File: src/hw/rtl/mrfb_pkg.sv
// Package for the meter report frame builder.
// Holds the widths, frame constants, byte positions and the command type.
// It depends on nothing else.
package mrfb_pkg;

  localparam int MAX_RECORDS = 16;

  localparam int ADDR_W      = 48;
  localparam int BYTE_W      = 8;
  localparam int RL_W        = $clog2(MAX_RECORDS + 1);
  localparam int QUEUE_DEPTH = 2;
  localparam int QPTR_W      = $clog2(QUEUE_DEPTH);
  localparam int QCNT_W      = $clog2(QUEUE_DEPTH + 1);
  localparam int POS_W       = 5;
  localparam int CFG_ADDR_W  = 4;
  localparam int CFG_DATA_W  = 64;
  localparam int CFG_IDX_BIT = 3;

  localparam logic REG_DEST = 1'b0;

  localparam logic [BYTE_W-1:0] SOF_BYTE  = 8'h68;
  localparam logic [BYTE_W-1:0] CTRL_BYTE = 8'h91;
  localparam logic [BYTE_W-1:0] DI_BYTE   = 8'hAC;
  localparam logic [BYTE_W-1:0] OFFSET    = 8'h33;
  localparam logic [BYTE_W-1:0] EOF_BYTE  = 8'h16;
  localparam logic [BYTE_W-1:0] LEN_BASE  = 8'd5;
  localparam logic [BYTE_W-1:0] REC_BYTES = 8'd7;

  localparam logic [POS_W-1:0] POS_START  = 5'd0;
  localparam logic [POS_W-1:0] POS_DEST   = 5'd1;
  localparam logic [POS_W-1:0] POS_DEST_E = 5'd6;
  localparam logic [POS_W-1:0] POS_SOF2   = 5'd7;
  localparam logic [POS_W-1:0] POS_CTRL   = 5'd8;
  localparam logic [POS_W-1:0] POS_LEN    = 5'd9;
  localparam logic [POS_W-1:0] POS_DI     = 5'd10;
  localparam logic [POS_W-1:0] POS_DI_E   = 5'd13;
  localparam logic [POS_W-1:0] POS_CNT    = 5'd14;
  localparam logic [POS_W-1:0] POS_REC    = 5'd15;
  localparam logic [POS_W-1:0] POS_REC_E  = 5'd20;
  localparam logic [POS_W-1:0] POS_PROTO  = 5'd21;
  localparam logic [POS_W-1:0] POS_SUM    = 5'd22;
  localparam logic [POS_W-1:0] POS_END    = 5'd23;

  typedef struct packed {
    logic [ADDR_W-1:0] maddr;
    logic [BYTE_W-1:0] proto;
    logic [BYTE_W-1:0] count;
    logic              first;
    logic              last;
    logic              err;
  } mrfb_cmd_t;

endpackage

File: src/hw/rtl/mrfb_in_if.sv
// Input channel of the meter report frame builder: one meter record per request.
// Depends on mrfb_pkg.
interface mrfb_in_if import mrfb_pkg::*; ();
  logic              valid;
  logic              ready;
  logic [ADDR_W-1:0] meter_address;
  logic [BYTE_W-1:0] protocol_code;
  logic [BYTE_W-1:0] meter_count;

  modport source (output valid, meter_address, protocol_code, meter_count, input ready);
  modport sink (input valid, meter_address, protocol_code, meter_count, output ready);
endinterface

File: src/hw/rtl/mrfb_out_if.sv
// Result channel of the meter report frame builder: one frame byte per request.
// Depends on mrfb_pkg.
interface mrfb_out_if import mrfb_pkg::*; ();
  logic              valid;
  logic              ready;
  logic [BYTE_W-1:0] frame_byte;
  logic              last_byte;
  logic              count_error;

  modport source (output valid, frame_byte, last_byte, count_error, input ready);
  modport sink (input valid, frame_byte, last_byte, count_error, output ready);
endinterface

File: src/hw/rtl/meter_report_frame_builder.sv
// Top level of the meter report frame builder: configuration port and the three parts.
// Depends on mrfb_pkg, mrfb_in_if, mrfb_out_if, mrfb_front, mrfb_queue and mrfb_back.
//
// Each accepted meter record produces one frame byte per cycle, while out_ch is ready:
// seven bytes per record, plus fifteen header bytes on the first record of a frame and
// the checksum and end byte on the last one, and a single byte for a rejected count.
// The one-byte result channel sets this rate; records are taken into a two-entry queue
// while earlier bytes are still going out. The destination address register sits at
// byte address 0 and may only be written while no frame bytes are pending.
module meter_report_frame_builder import mrfb_pkg::*; (
  input  logic                  clk,
  input  logic                  rst_n,
  mrfb_in_if.sink               in_ch,
  mrfb_out_if.source            out_ch,
  input  logic                  cfg_psel,
  input  logic                  cfg_penable,
  input  logic                  cfg_pwrite,
  input  logic [CFG_ADDR_W-1:0] cfg_paddr,
  input  logic [CFG_DATA_W-1:0] cfg_pwdata,
  output logic [CFG_DATA_W-1:0] cfg_prdata,
  output logic                  cfg_pready
);

  logic [ADDR_W-1:0] dest_r;
  logic              q_full;
  logic              q_push;
  mrfb_cmd_t         q_cmd;
  logic              q_pop;
  logic              q_valid;
  mrfb_cmd_t         q_head;

  assign cfg_pready = 1'b1;
  assign cfg_prdata = (cfg_paddr[CFG_IDX_BIT] == REG_DEST) ?
                      CFG_DATA_W'(dest_r) : '0;

  always_ff @(posedge clk) begin
    if (!rst_n) begin
      dest_r <= '0;
    end else if (cfg_psel && cfg_penable && cfg_pwrite &&
                 cfg_paddr[CFG_IDX_BIT] == REG_DEST) begin
      dest_r <= cfg_pwdata[ADDR_W-1:0];
    end
  end

  mrfb_front u_front (
    .clk    (clk),
    .rst_n  (rst_n),
    .in_ch  (in_ch),
    .q_full (q_full),
    .q_push (q_push),
    .q_cmd  (q_cmd)
  );

  mrfb_queue u_queue (
    .clk        (clk),
    .rst_n      (rst_n),
    .push       (q_push),
    .push_cmd   (q_cmd),
    .full       (q_full),
    .pop        (q_pop),
    .head_valid (q_valid),
    .head_cmd   (q_head)
  );

  mrfb_back u_back (
    .clk        (clk),
    .rst_n      (rst_n),
    .dest_addr  (dest_r),
    .head_valid (q_valid),
    .head_cmd   (q_head),
    .pop        (q_pop),
    .out_ch     (out_ch)
  );

endmodule

File: src/hw/rtl/mrfb_front.sv
// Front part: accepts meter records, tracks the open frame and classifies each record.
// Depends on mrfb_pkg and mrfb_in_if.
module mrfb_front import mrfb_pkg::*; (
  input  logic        clk,
  input  logic        rst_n,
  mrfb_in_if.sink     in_ch,
  input  logic        q_full,
  output logic        q_push,
  output mrfb_cmd_t   q_cmd
);

  logic            in_frame_r;
  logic [RL_W-1:0] records_left_r;
  logic            in_frame_nxt;
  logic [RL_W-1:0] records_left_nxt;
  logic            bad_count;

  assign in_ch.ready = !q_full;
  assign q_push      = in_ch.valid && !q_full;

  always_comb begin
    bad_count        = (in_ch.meter_count == 8'd0) ||
                       (in_ch.meter_count > 8'(MAX_RECORDS));
    in_frame_nxt     = in_frame_r;
    records_left_nxt = records_left_r;
    q_cmd.maddr      = in_ch.meter_address;
    q_cmd.proto      = in_ch.protocol_code;
    q_cmd.count      = in_ch.meter_count;
    q_cmd.first      = 1'b0;
    q_cmd.err        = 1'b0;
    if (!in_frame_r) begin
      q_cmd.err        = bad_count;
      q_cmd.first      = !bad_count;
      records_left_nxt = RL_W'(in_ch.meter_count - 8'd1);
    end else begin
      records_left_nxt = records_left_r - RL_W'(1);
    end
    q_cmd.last = (records_left_nxt == '0);
    if (!q_cmd.err) begin
      in_frame_nxt = !q_cmd.last;
    end else begin
      records_left_nxt = records_left_r;
    end
  end

  always_ff @(posedge clk) begin
    if (!rst_n) begin
      in_frame_r     <= 1'b0;
      records_left_r <= '0;
    end else if (q_push) begin
      in_frame_r     <= in_frame_nxt;
      records_left_r <= records_left_nxt;
    end
  end

  a_open_frame_has_records: assert property (@(posedge clk) disable iff (!rst_n)
    in_frame_r |-> records_left_r != '0)
    else $error("Open frame with no records left.");

endmodule

File: src/hw/rtl/mrfb_queue.sv
// Short command queue between the front and back parts.
// Depends on mrfb_pkg.
module mrfb_queue import mrfb_pkg::*; (
  input  logic      clk,
  input  logic      rst_n,
  input  logic      push,
  input  mrfb_cmd_t push_cmd,
  output logic      full,
  input  logic      pop,
  output logic      head_valid,
  output mrfb_cmd_t head_cmd
);

  mrfb_cmd_t         mem_r [QUEUE_DEPTH];
  logic [QPTR_W-1:0] wr_ptr_r;
  logic [QPTR_W-1:0] rd_ptr_r;
  logic [QCNT_W-1:0] cnt_r;

  assign full       = (cnt_r == QCNT_W'(QUEUE_DEPTH));
  assign head_valid = (cnt_r != '0);
  assign head_cmd   = mem_r[rd_ptr_r];

  always_ff @(posedge clk) begin
    if (push) begin
      mem_r[wr_ptr_r] <= push_cmd;
    end
  end

  always_ff @(posedge clk) begin
    if (!rst_n) begin
      wr_ptr_r <= '0;
      rd_ptr_r <= '0;
      cnt_r    <= '0;
    end else begin
      if (push) begin
        wr_ptr_r <= (wr_ptr_r == QPTR_W'(QUEUE_DEPTH - 1)) ? '0 : wr_ptr_r + QPTR_W'(1);
      end
      if (pop) begin
        rd_ptr_r <= (rd_ptr_r == QPTR_W'(QUEUE_DEPTH - 1)) ? '0 : rd_ptr_r + QPTR_W'(1);
      end
      if (push && !pop) begin
        cnt_r <= cnt_r + QCNT_W'(1);
      end else if (pop && !push) begin
        cnt_r <= cnt_r - QCNT_W'(1);
      end
    end
  end

  a_no_overflow: assert property (@(posedge clk) disable iff (!rst_n)
    push |-> !full)
    else $error("Push into a full queue.");

  a_no_underflow: assert property (@(posedge clk) disable iff (!rst_n)
    pop |-> head_valid)
    else $error("Pop from an empty queue.");

endmodule

File: src/hw/rtl/mrfb_back.sv
// Back part: turns queued commands into frame bytes and keeps the running checksum.
// Depends on mrfb_pkg and mrfb_out_if.
module mrfb_back import mrfb_pkg::*; (
  input  logic              clk,
  input  logic              rst_n,
  input  logic [ADDR_W-1:0] dest_addr,
  input  logic              head_valid,
  input  mrfb_cmd_t         head_cmd,
  output logic              pop,
  mrfb_out_if.source        out_ch
);

  mrfb_cmd_t         cmd_r;
  logic              busy_r;
  logic [POS_W-1:0]  pos_r;
  logic [BYTE_W-1:0] sum_r;
  logic              ov_r;
  logic [BYTE_W-1:0] ob_r;
  logic              ol_r;
  logic              oe_r;

  logic              adv;
  logic              last_pos;
  logic [2:0]        dest_sel;
  logic [2:0]        rec_sel;
  logic [BYTE_W-1:0] byte_nxt;
  logic [BYTE_W-1:0] sum_nxt;

  assign adv      = busy_r && (!ov_r || out_ch.ready);
  assign last_pos = cmd_r.err || (pos_r == POS_END) || (pos_r == POS_PROTO && !cmd_r.last);
  assign pop      = head_valid && (!busy_r || (adv && last_pos));
  assign dest_sel = 3'(pos_r - POS_DEST);
  assign rec_sel  = 3'(pos_r - POS_REC);

  always_comb begin
    case (pos_r) inside
      POS_START, POS_SOF2:     byte_nxt = SOF_BYTE;
      [POS_DEST:POS_DEST_E]:   byte_nxt = dest_addr[{dest_sel, 3'b000} +: BYTE_W];
      POS_CTRL:                byte_nxt = CTRL_BYTE;
      POS_LEN:                 byte_nxt = LEN_BASE + REC_BYTES * cmd_r.count;
      [POS_DI:POS_DI_E]:       byte_nxt = DI_BYTE + OFFSET;
      POS_CNT:                 byte_nxt = cmd_r.count + OFFSET;
      [POS_REC:POS_REC_E]:     byte_nxt = cmd_r.maddr[{rec_sel, 3'b000} +: BYTE_W] + OFFSET;
      POS_PROTO:               byte_nxt = cmd_r.proto + OFFSET;
      POS_SUM:                 byte_nxt = sum_r;
      POS_END:                 byte_nxt = EOF_BYTE;
      default:                 byte_nxt = '0;
    endcase
    sum_nxt = ((pos_r == POS_START) ? '0 : sum_r) + byte_nxt;
  end

  always_ff @(posedge clk) begin
    if (pop) begin
      cmd_r <= head_cmd;
    end
    if (adv) begin
      ob_r <= cmd_r.err ? '0 : byte_nxt;
      ol_r <= cmd_r.err || (pos_r == POS_END);
      oe_r <= cmd_r.err;
    end
  end

  always_ff @(posedge clk) begin
    if (!rst_n) begin
      busy_r <= 1'b0;
      pos_r  <= POS_START;
      sum_r  <= '0;
      ov_r   <= 1'b0;
    end else begin
      if (pop) begin
        busy_r <= 1'b1;
        pos_r  <= head_cmd.first ? POS_START : POS_REC;
      end else if (adv && last_pos) begin
        busy_r <= 1'b0;
      end else if (adv) begin
        pos_r <= pos_r + POS_W'(1);
      end
      if (adv && !cmd_r.err && pos_r < POS_SUM) begin
        sum_r <= sum_nxt;
      end
      if (adv) begin
        ov_r <= 1'b1;
      end else if (out_ch.ready) begin
        ov_r <= 1'b0;
      end
    end
  end

  assign out_ch.valid       = ov_r;
  assign out_ch.frame_byte  = ob_r;
  assign out_ch.last_byte   = ol_r;
  assign out_ch.count_error = oe_r;

  a_record_skips_header: assert property (@(posedge clk) disable iff (!rst_n)
    busy_r && !cmd_r.first && !cmd_r.err |-> pos_r >= POS_REC)
    else $error("Continuation record entered the header.");

  a_pos_in_range: assert property (@(posedge clk) disable iff (!rst_n)
    busy_r |-> pos_r <= POS_END)
    else $error("Byte position past the end byte.");

endmodule
File: src/flat_wrapper.sv
// flat-port wrapper written by rule: the top's interface ports become plain ports
module meter_report_frame_builder_flat import mrfb_pkg::*;
  (clk, rst_n, cfg_psel, cfg_penable, cfg_pwrite, cfg_paddr, cfg_pwdata, cfg_prdata, cfg_pready, in_ch_valid, in_ch_meter_address, in_ch_protocol_code, in_ch_meter_count, in_ch_ready, out_ch_valid, out_ch_frame_byte, out_ch_last_byte, out_ch_count_error, out_ch_ready);
  mrfb_in_if in_ch_i ();
  mrfb_out_if out_ch_i ();
  input  logic clk;
  input  logic rst_n;
  input  logic cfg_psel;
  input  logic cfg_penable;
  input  logic cfg_pwrite;
  input  logic [CFG_ADDR_W-1:0] cfg_paddr;
  input  logic [CFG_DATA_W-1:0] cfg_pwdata;
  output logic [CFG_DATA_W-1:0] cfg_prdata;
  output logic cfg_pready;
  input wire logic [$bits(in_ch_i.valid)-1:0] in_ch_valid;
  input wire logic [$bits(in_ch_i.meter_address)-1:0] in_ch_meter_address;
  input wire logic [$bits(in_ch_i.protocol_code)-1:0] in_ch_protocol_code;
  input wire logic [$bits(in_ch_i.meter_count)-1:0] in_ch_meter_count;
  output wire logic [$bits(in_ch_i.ready)-1:0] in_ch_ready;
  output wire logic [$bits(out_ch_i.valid)-1:0] out_ch_valid;
  output wire logic [$bits(out_ch_i.frame_byte)-1:0] out_ch_frame_byte;
  output wire logic [$bits(out_ch_i.last_byte)-1:0] out_ch_last_byte;
  output wire logic [$bits(out_ch_i.count_error)-1:0] out_ch_count_error;
  input wire logic [$bits(out_ch_i.ready)-1:0] out_ch_ready;
  assign in_ch_i.valid = in_ch_valid;
  assign in_ch_i.meter_address = in_ch_meter_address;
  assign in_ch_i.protocol_code = in_ch_protocol_code;
  assign in_ch_i.meter_count = in_ch_meter_count;
  assign in_ch_ready = in_ch_i.ready;
  assign out_ch_valid = out_ch_i.valid;
  assign out_ch_frame_byte = out_ch_i.frame_byte;
  assign out_ch_last_byte = out_ch_i.last_byte;
  assign out_ch_count_error = out_ch_i.count_error;
  assign out_ch_i.ready = out_ch_ready;
  meter_report_frame_builder u_core (.clk(clk), .rst_n(rst_n), .in_ch(in_ch_i), .out_ch(out_ch_i), .cfg_psel(cfg_psel), .cfg_penable(cfg_penable), .cfg_pwrite(cfg_pwrite), .cfg_paddr(cfg_paddr), .cfg_pwdata(cfg_pwdata), .cfg_prdata(cfg_prdata), .cfg_pready(cfg_pready));
endmodule
File: config.mk
export PLATFORM = sky130hd
export DESIGN_NAME = meter_report_frame_builder_flat
export DESIGN_NICKNAME = d
export VERILOG_FILES = /design/src/hw/rtl/mrfb_pkg.sv /design/src/hw/rtl/mrfb_in_if.sv /design/src/hw/rtl/mrfb_out_if.sv /design/src/hw/rtl/meter_report_frame_builder.sv /design/src/hw/rtl/mrfb_front.sv /design/src/hw/rtl/mrfb_queue.sv /design/src/hw/rtl/mrfb_back.sv /design/src/flat_wrapper.sv
export SDC_FILE = /design/constraint.sdc
export NUM_CORES = 1
export LEC_CHECK = 0
export BUFFER_PORTS_ARGS = -buffer_cell sky130_fd_sc_hd__buf_2
export CORE_MARGIN = 8
export CORE_UTILIZATION = 40
export CTS_BUF_LIST = sky130_fd_sc_hd__clkbuf_16
export CTS_CLUSTER_SIZE = 20
export DETAILED_ROUTE_END_ITERATION = 7
export GPL_TIMING_DRIVEN = 1
export SLEW_MARGIN = 20
export SYNTH_ARGS = -nofsm -noshare
export SYNTH_HDL_FRONTEND = slang
export SYNTH_SLANG_ARGS = --single-unit
export TNS_END_PERCENT = 10
File: constraint.sdc
create_clock -name clk -period 5.2 [get_ports clk]
set_input_delay 0.26 -clock clk [delete_from_list [all_inputs] [get_ports clk]]
set_output_delay 0.26 -clock clk [all_outputs]
set_load 0.005 [all_outputs]
==> results of run 1 <==
## worst reg2reg max path: cells and delay by family, from the launching register on
family | cells | cell delay, ns
simple gates | 2 | 0.32
xor+xnor | 1 | 0.10
flops | 1 | 0.39
compound gates | 11 | 2.45
buf+inv | 1 | 0.15
mux | 1 | 0.34
fa+ha+maj | 3 | 0.97
## cell families after synthesis
kind of cell               synth area share
AOI/OAI and AO/OA                    0.0826
xor gates and xnor gates             0.0244
adders and majority gates            0.0444
buffers and inverters                0.0349
DFF                                   0.588
muxes                                 0.107
other                              0.000567
and+or+nand+nor                       0.118
## state kept, by name (all words and copies together), names as in the netlist, named ones only
register and count:
u_core.u_queue.mem_r 134, u_core.u_back.cmd_r 66, u_core.dest_r 48, u_core.u_back.out_ch.frame_byte 8
u_core.u_back.sum_r 8, u_core.u_back.pos_r 5, u_core.u_front.records_left_r 5, u_core.u_queue.cnt_r 2
u_core.u_back.busy_r 1, u_core.u_back.out_ch.count_error 1, u_core.u_back.out_ch.last_byte 1, u_core.u_back.out_ch.valid 1
u_core.u_front.in_frame_r 1, u_core.u_queue.rd_ptr_r 1, u_core.u_queue.wr_ptr_r 1
## power by group through the flow
stage / clock (mW) / sequential (mW) / combinational [mW]
floorplan: 0 / 3.29 / 2.56
global placement: 0 / 3.38 / 3.40
detailed placement: 0 / 3.39 / 3.44
CTS: 2.09 / 3.35 / 3.54
global route: 2.17 / 3.39 / 3.84
finish: 2.04 / 3.34 / 3.49
## path summary, 6_finish.rpt
| kind | slack (ns) | endpoint | cells past startpoint |
|---|---|---|---|
| setup / recovery | 0.37 | u_core.u_back.sum_r[7] | 19 |
| hold / removal | 0.06 | u_core.u_back.out_ch.valid | 4 |
| setup reg to reg | 0.37 | u_core.u_back.sum_r[7] | 19 |
| hold reg to reg | 0.46 | u_core.dest_r[6] | 2 |
## layout by cell type, fill, tap and decap left out, types with 26 or more instances in the layout
master         Yosys  routed
ha_1              39      39
dfxtp_1           74      72
edfxtp_1         210     210
o21ai_0           26      26
mux2_2            67      67
mux2i_1           30      30
inv_1             30      38
nor2b_1           62      62
buf_2              6     179
a21oi_1           96      96
nor2_1            56      55
dlygate4sd3_1      0     113
clkbuf_16          0      31
nand2_1          119     119
## per-layer routing
| metal | wire length [µm] | global-route usage |
|---|---|---|
| met2 | 15600 | 0.276 |
| met1 | 13900 | 0.198 |
| met3 | 1800 | 0.0292 |
| met4 | 682 | 0.0431 |
| met5 | 0 | 0 |
## per-stage QoR
step | area [µm²] | hold WS (ns)
global route | 16600 | 0.0683
CTS | 16600 | 0.0195
finish | 16600 | 0.0625
global placement | 14600 | 0.447
detailed placement | 14600 | 0.451
floorplan | 13300 | 0.359
## layout make-up
class                           count  area, µm²
Timing Repair Buffer              308       2160
Fill cell                        2890      15900
Tap cell                          442        553
Clock buffer                       31        776
Clock inverter                     24        184
Inverter                           31        116
Sequential cell                   284       7790
Multi-Input combinational cell    712       5060
## repair_timing
item / in CTS / in global routing
hold buffers: 113 / 0
endpoints found under the hold margin: 179 / 0
setup endpoints to repair: 0 / 0
==> flow_summary.toml, run 1 <==
[status]
status = "finished clean"

[flow_run]
drv_cap = 0

[clocking]
cts_root_buf = "clkbuf_16"
clkSinkCount = 284
cts.path.max_buffers = 3
cts_tree = "yes"
clk_pin_slew_ns = 0.07
insertion_delay_ns = 0.57
post_cts_resized = 0
numCtsBuffers = 30
cts-htree-levels = 1
post-cts-setup-buffers = 0

[floorplanning]
initial_core_util = 0.407
std_cell_rows = 66
fp.dieW_um = 198
io_pins = 216
core_area_mm2 = 0.0325
die-area_mm2 = 0.0392
die_y_um = 198

[global_routing]
antenna_found_initial = 0
grt_max_degree = 72
grt-ovfl-total = 0
grt_pass1_wl_um = 49800
grt_usage = 0.158
grt_pass1_vias = 9403

[setup_path]
cp_max_fo = 6
critPathTopFamily = "compound AO/OA/AOI/OAI gates"
end_kind = "flip-flop"
max_stage_delay_ns = 0.48
worst-path-buf-inv = 1
crit_required_ns = 5.61
startpoint = "u_core.u_back.pos_r[0]"
timing.rr.start = "u_core.u_back.pos_r[0]"
crit_path_start_kind = "flip-flop"
crit_chain = "inv_1, ha_1, mux4_2, a21oi_1, ha_1, xnor2_1, a211oi_1, a211oi_1, o32ai_1, nor2b_1, ha_1, a21oi_1, nor2b_1, o21ai_0, a21oi_1, o31ai_1, a41o_1, o211ai_1, a31oi_1"
cp_slowest_cell = "ha_1"
worstSetupPathType = "reg -> reg"
cp.arrival_ns = 5.25

[timing]
rsz0062_at_grt = "no"
relSlewSlack = 0.360
fin_skew_ns = 0.0289
setup_violations = 0
finalHoldViolations = 0
tns_ns = 0
period_needed_ns = 4.83
worst_slew_pin_slew_ns = 0.955
fin_crit_sh = 0.930
setup_ws_ns = 0.366
finalMaxSlewViolations = 0
clock.fmax_mhz = 207

[power]
p_switching_mw = 3.14
totalPowerFinal_mw = 8.87
power_density_mw_per_mm2 = 533
seq_power_share = 0.376
peakVddDrop_v = 0.000339
clkPwrFrac = 0.230
p_int_mw = 5.73
power_frac_comb = 0.394
p_leak_nw = 6.26
switching_share = 0.354

[routing]
drtPass1Iterations = 5
vias_per_cell = 4.99
wl_per_cell_um = 17.5
wirelength_um = 32000
antenna_left = 0
drc_errors = 0
drtIter0Drc = 424
via_count = 9137

[synthesis]
synth_seq_area_share = 0.588
yosys.area.top_type = "edfxtp_1"
synthTopCellsByCount = "edfxtp_1, nand2_1, a21oi_1, dfxtp_1, mux2_2"
synth.cell_area_mm2 = 0.0132
avgSynthCellArea_um2 = 12.2
yosys_register_bits = 284
synthFlopType = "edfxtp_1"
synth_edf_count = 210
async_reset_ff_frac = 0
yosys_warnings = 0
synthTopCellsByArea = "edfxtp_1, dfxtp_1, mux2_2, ha_1, a21oi_1"
synth.most_common_cell = "edfxtp_1"
syn_inst = 1081
synth.top_cell.area_share = 0.476
netlist-cell-type-count = 63

[final_layout]
diodes = 0
synthToLayoutAreaGrowth_pct = 25.7
nNetsFinal = 1550
finalCoreUtilization = 0.511
drive_above_1_share = 0.246
final_cells = 1832

[worst_hold_path]
hold_path_class = "in -> reg"
hp-start = "out_ch_ready"

[placement]
dp_hpwl_um = 21600
place_congestion = 0.853
place_ws_ns = 0.408
placedCellCount = 1664
portBuffers = 179
Note: power is estimated with default switching activity, not from simulation.
==> run 2, diff against run 1 <==
--- a/config.mk
+++ b/config.mk
@@ -12,7 +12,6 @@
 export CTS_CLUSTER_SIZE = 20
 export DETAILED_ROUTE_END_ITERATION = 7
 export GPL_TIMING_DRIVEN = 1
-export SLEW_MARGIN = 20
 export SYNTH_ARGS = -nofsm -noshare
 export SYNTH_HDL_FRONTEND = slang
 export SYNTH_SLANG_ARGS = --single-unit
==> constraint.sdc (replaced) <==
create_clock -name clk -period 5.2 [get_ports clk]
set_input_delay 1.04 -clock clk [delete_from_list [all_inputs] [get_ports clk]]
set_output_delay 1.04 -clock clk [all_outputs]
set_load 0.005 [all_outputs]
==> flow_summary.toml, run 2 (synthesized netlist as in run 1, its figures left out) <==
[clocking]
clkSinkCount = 284
cts.path.max_buffers = 3
post-cts-setup-buffers = 0
clk_pin_slew_ns = 0.06
insertion_delay_ns = 0.56
numCtsBuffers = 29
cts-htree-levels = 1
cts_root_buf = "clkbuf_16"
post_cts_resized = 0
cts_tree = "yes"
holdBufCountCts = 0

[setup_path]
crit_required_ns = 5.60
worstSetupPathType = "reg -> reg"
cp_max_fo = 7
crit_path_start_kind = "flip-flop"
end_kind = "flip-flop"
reg2reg_depth = 17
cp.arrival_ns = 5.23
cp_slowest_cell = "a21oi_1"
max_stage_delay_ns = 0.48
crit_chain = "inv_1, ha_1, buf_4, mux4_2, a21oi_1, xnor2_1, a211oi_1, o21ai_0, a221o_1, ha_1, nor2b_1, o21ai_0, a21oi_1, o31ai_1, a41o_1, o211ai_1, a31oi_1"

[power]
switching_share = 0.354
power_density_mw_per_mm2 = 568
totalPowerFinal_mw = 8.81
seq_power_share = 0.378
power_frac_comb = 0.393
p_switching_mw = 3.12
p_int_mw = 5.69
clkPwrFrac = 0.228
peakVddDrop_v = 0.000331
p_leak_nw = 5.79

[floorplanning]
std_cell_rows = 66
die_y_um = 198
initial_core_util = 0.407
core_area_mm2 = 0.0325
io_pins = 216
die-area_mm2 = 0.0392
fp.dieW_um = 198

[routing]
wirelength_um = 30600
maxUsedRoutingLayer = "met5"
met1Wirelength_um = 13400
wl_per_cell_um = 17.7
drc_errors = 0
met2_wirelength_um = 14700
vias_per_cell = 5.04
drtIter0Drc = 502
antenna_left = 0
routed-wl-met3_um = 1890
drtPass1Iterations = 4
via_count = 8686

[placement]
dp_hpwl_um = 21600
portBuffers = 179
place_congestion = 0.842

[final_layout]
synthToLayoutAreaGrowth_pct = 17.1
layout_commonest_cell = "edfxtp_1"
fill_cells = 3014
largest_reg_flops = 134
reg_top3 = "u_core.u_queue.mem_r: 134 flops, u_core.u_back.cmd_r: 66 flops, u_core.dest_r: 48 flops"
multi_input_area_mm2 = 0.00506
regArea_mm2 = 0.00779
nNetsFinal = 1440
drive_above_1_share = 0.266
final_cell_mix = "edfxtp_1, buf_2, nand2_1"
regMostFlops = "u_core.u_queue.mem_r"
diodes = 0

[timing]
finalHoldViolations = 0
fin_crit_sh = 0.929
period_needed_ns = 4.83
worst_slew_pin_slew_ns = 0.921
rsz0062_at_grt = "no"
setup_violations = 0
finalMaxSlewViolations = 0
tns_ns = 0
clock.fmax_mhz = 207
fin_skew_ns = 0.0128
relSlewSlack = 0.386

[global_routing]
grt_pass1_wl_um = 46900
grt_pass1_vias = 8648
grt_usage = 0.150
grt_max_degree = 67
grt-ovfl-total = 0
antenna_found_initial = 1

[worst_hold_path]
hold_path_class = "reg -> reg"
hold_depth = 2

[flow_run]
drv_cap = 0

[status]
status = "finished clean"
-- run 2: final timing paths --
path	to	slack, ns	from
max	u_core.u_back.sum_r[7]	0.37	u_core.u_back.pos_r[0]
min	u_core.dest_r[6]	0.46	u_core.dest_r[6]
max reg2reg	u_core.u_back.sum_r[7]	0.37	u_core.u_back.pos_r[0]
min reg2reg	u_core.dest_r[6]	0.46	u_core.dest_r[6]
-- run 2: critical path: cells and delay by family, from the launching register on --
kind                       cells  cell delay, ns
AOI/OAI and AO/OA             10            2.55
muxes                          1            0.29
DFF                            1            0.40
xor gates and xnor gates       1            0.15
buffers and inverters          2            0.36
and+or+nand+nor                1            0.13
adders and majority gates      2            0.80
-- run 2: layout make-up --
class	count	area share
Clock buffer	29	0.0468
Timing Repair Buffer	199	0.0683
Tap cell	442	0.0357
Multi-Input combinational cell	712	0.326
Clock inverter	25	0.0131
Sequential cell	284	0.502
Inverter	31	0.00750
-- run 2: power groups by stage --
stage	combinational, mW	clock, mW	sequential [mW]
after CTS	3.52	2.07	3.34
final	3.47	2.01	3.34
after detailed placement	3.50	0	3.39
after global placement	3.44	0	3.37
after global routing	3.82	2.16	3.38
after floorplan	2.56	0	3.29
-- run 2: stage by stage --
stage               setup slack, ns  instance area (µm²)  hold WS [ns]  std cells   util
finish                        0.369                15500         0.465       1722  0.477
floorplan                     0.378                13300         0.442       1096      -
detailed placement            0.502                14600         0.458       1668  0.448
CTS                           0.468                15500         0.466       1722  0.477
global route                 0.0379                15500         0.487       1722  0.477
global placement              0.474                14600         0.451       1668  0.448
-- run 2: metal layers --
| layer | GRT usage | up-vias |
|---|---|---|
| met3 | 0.0307 | 36 |
| met4 | 0.0348 | 2 |
| met1 | 0.192 | 4182 |
| met2 | 0.256 | 233 |
| met5 | 0 | - |
| li1 | - | 4233 |
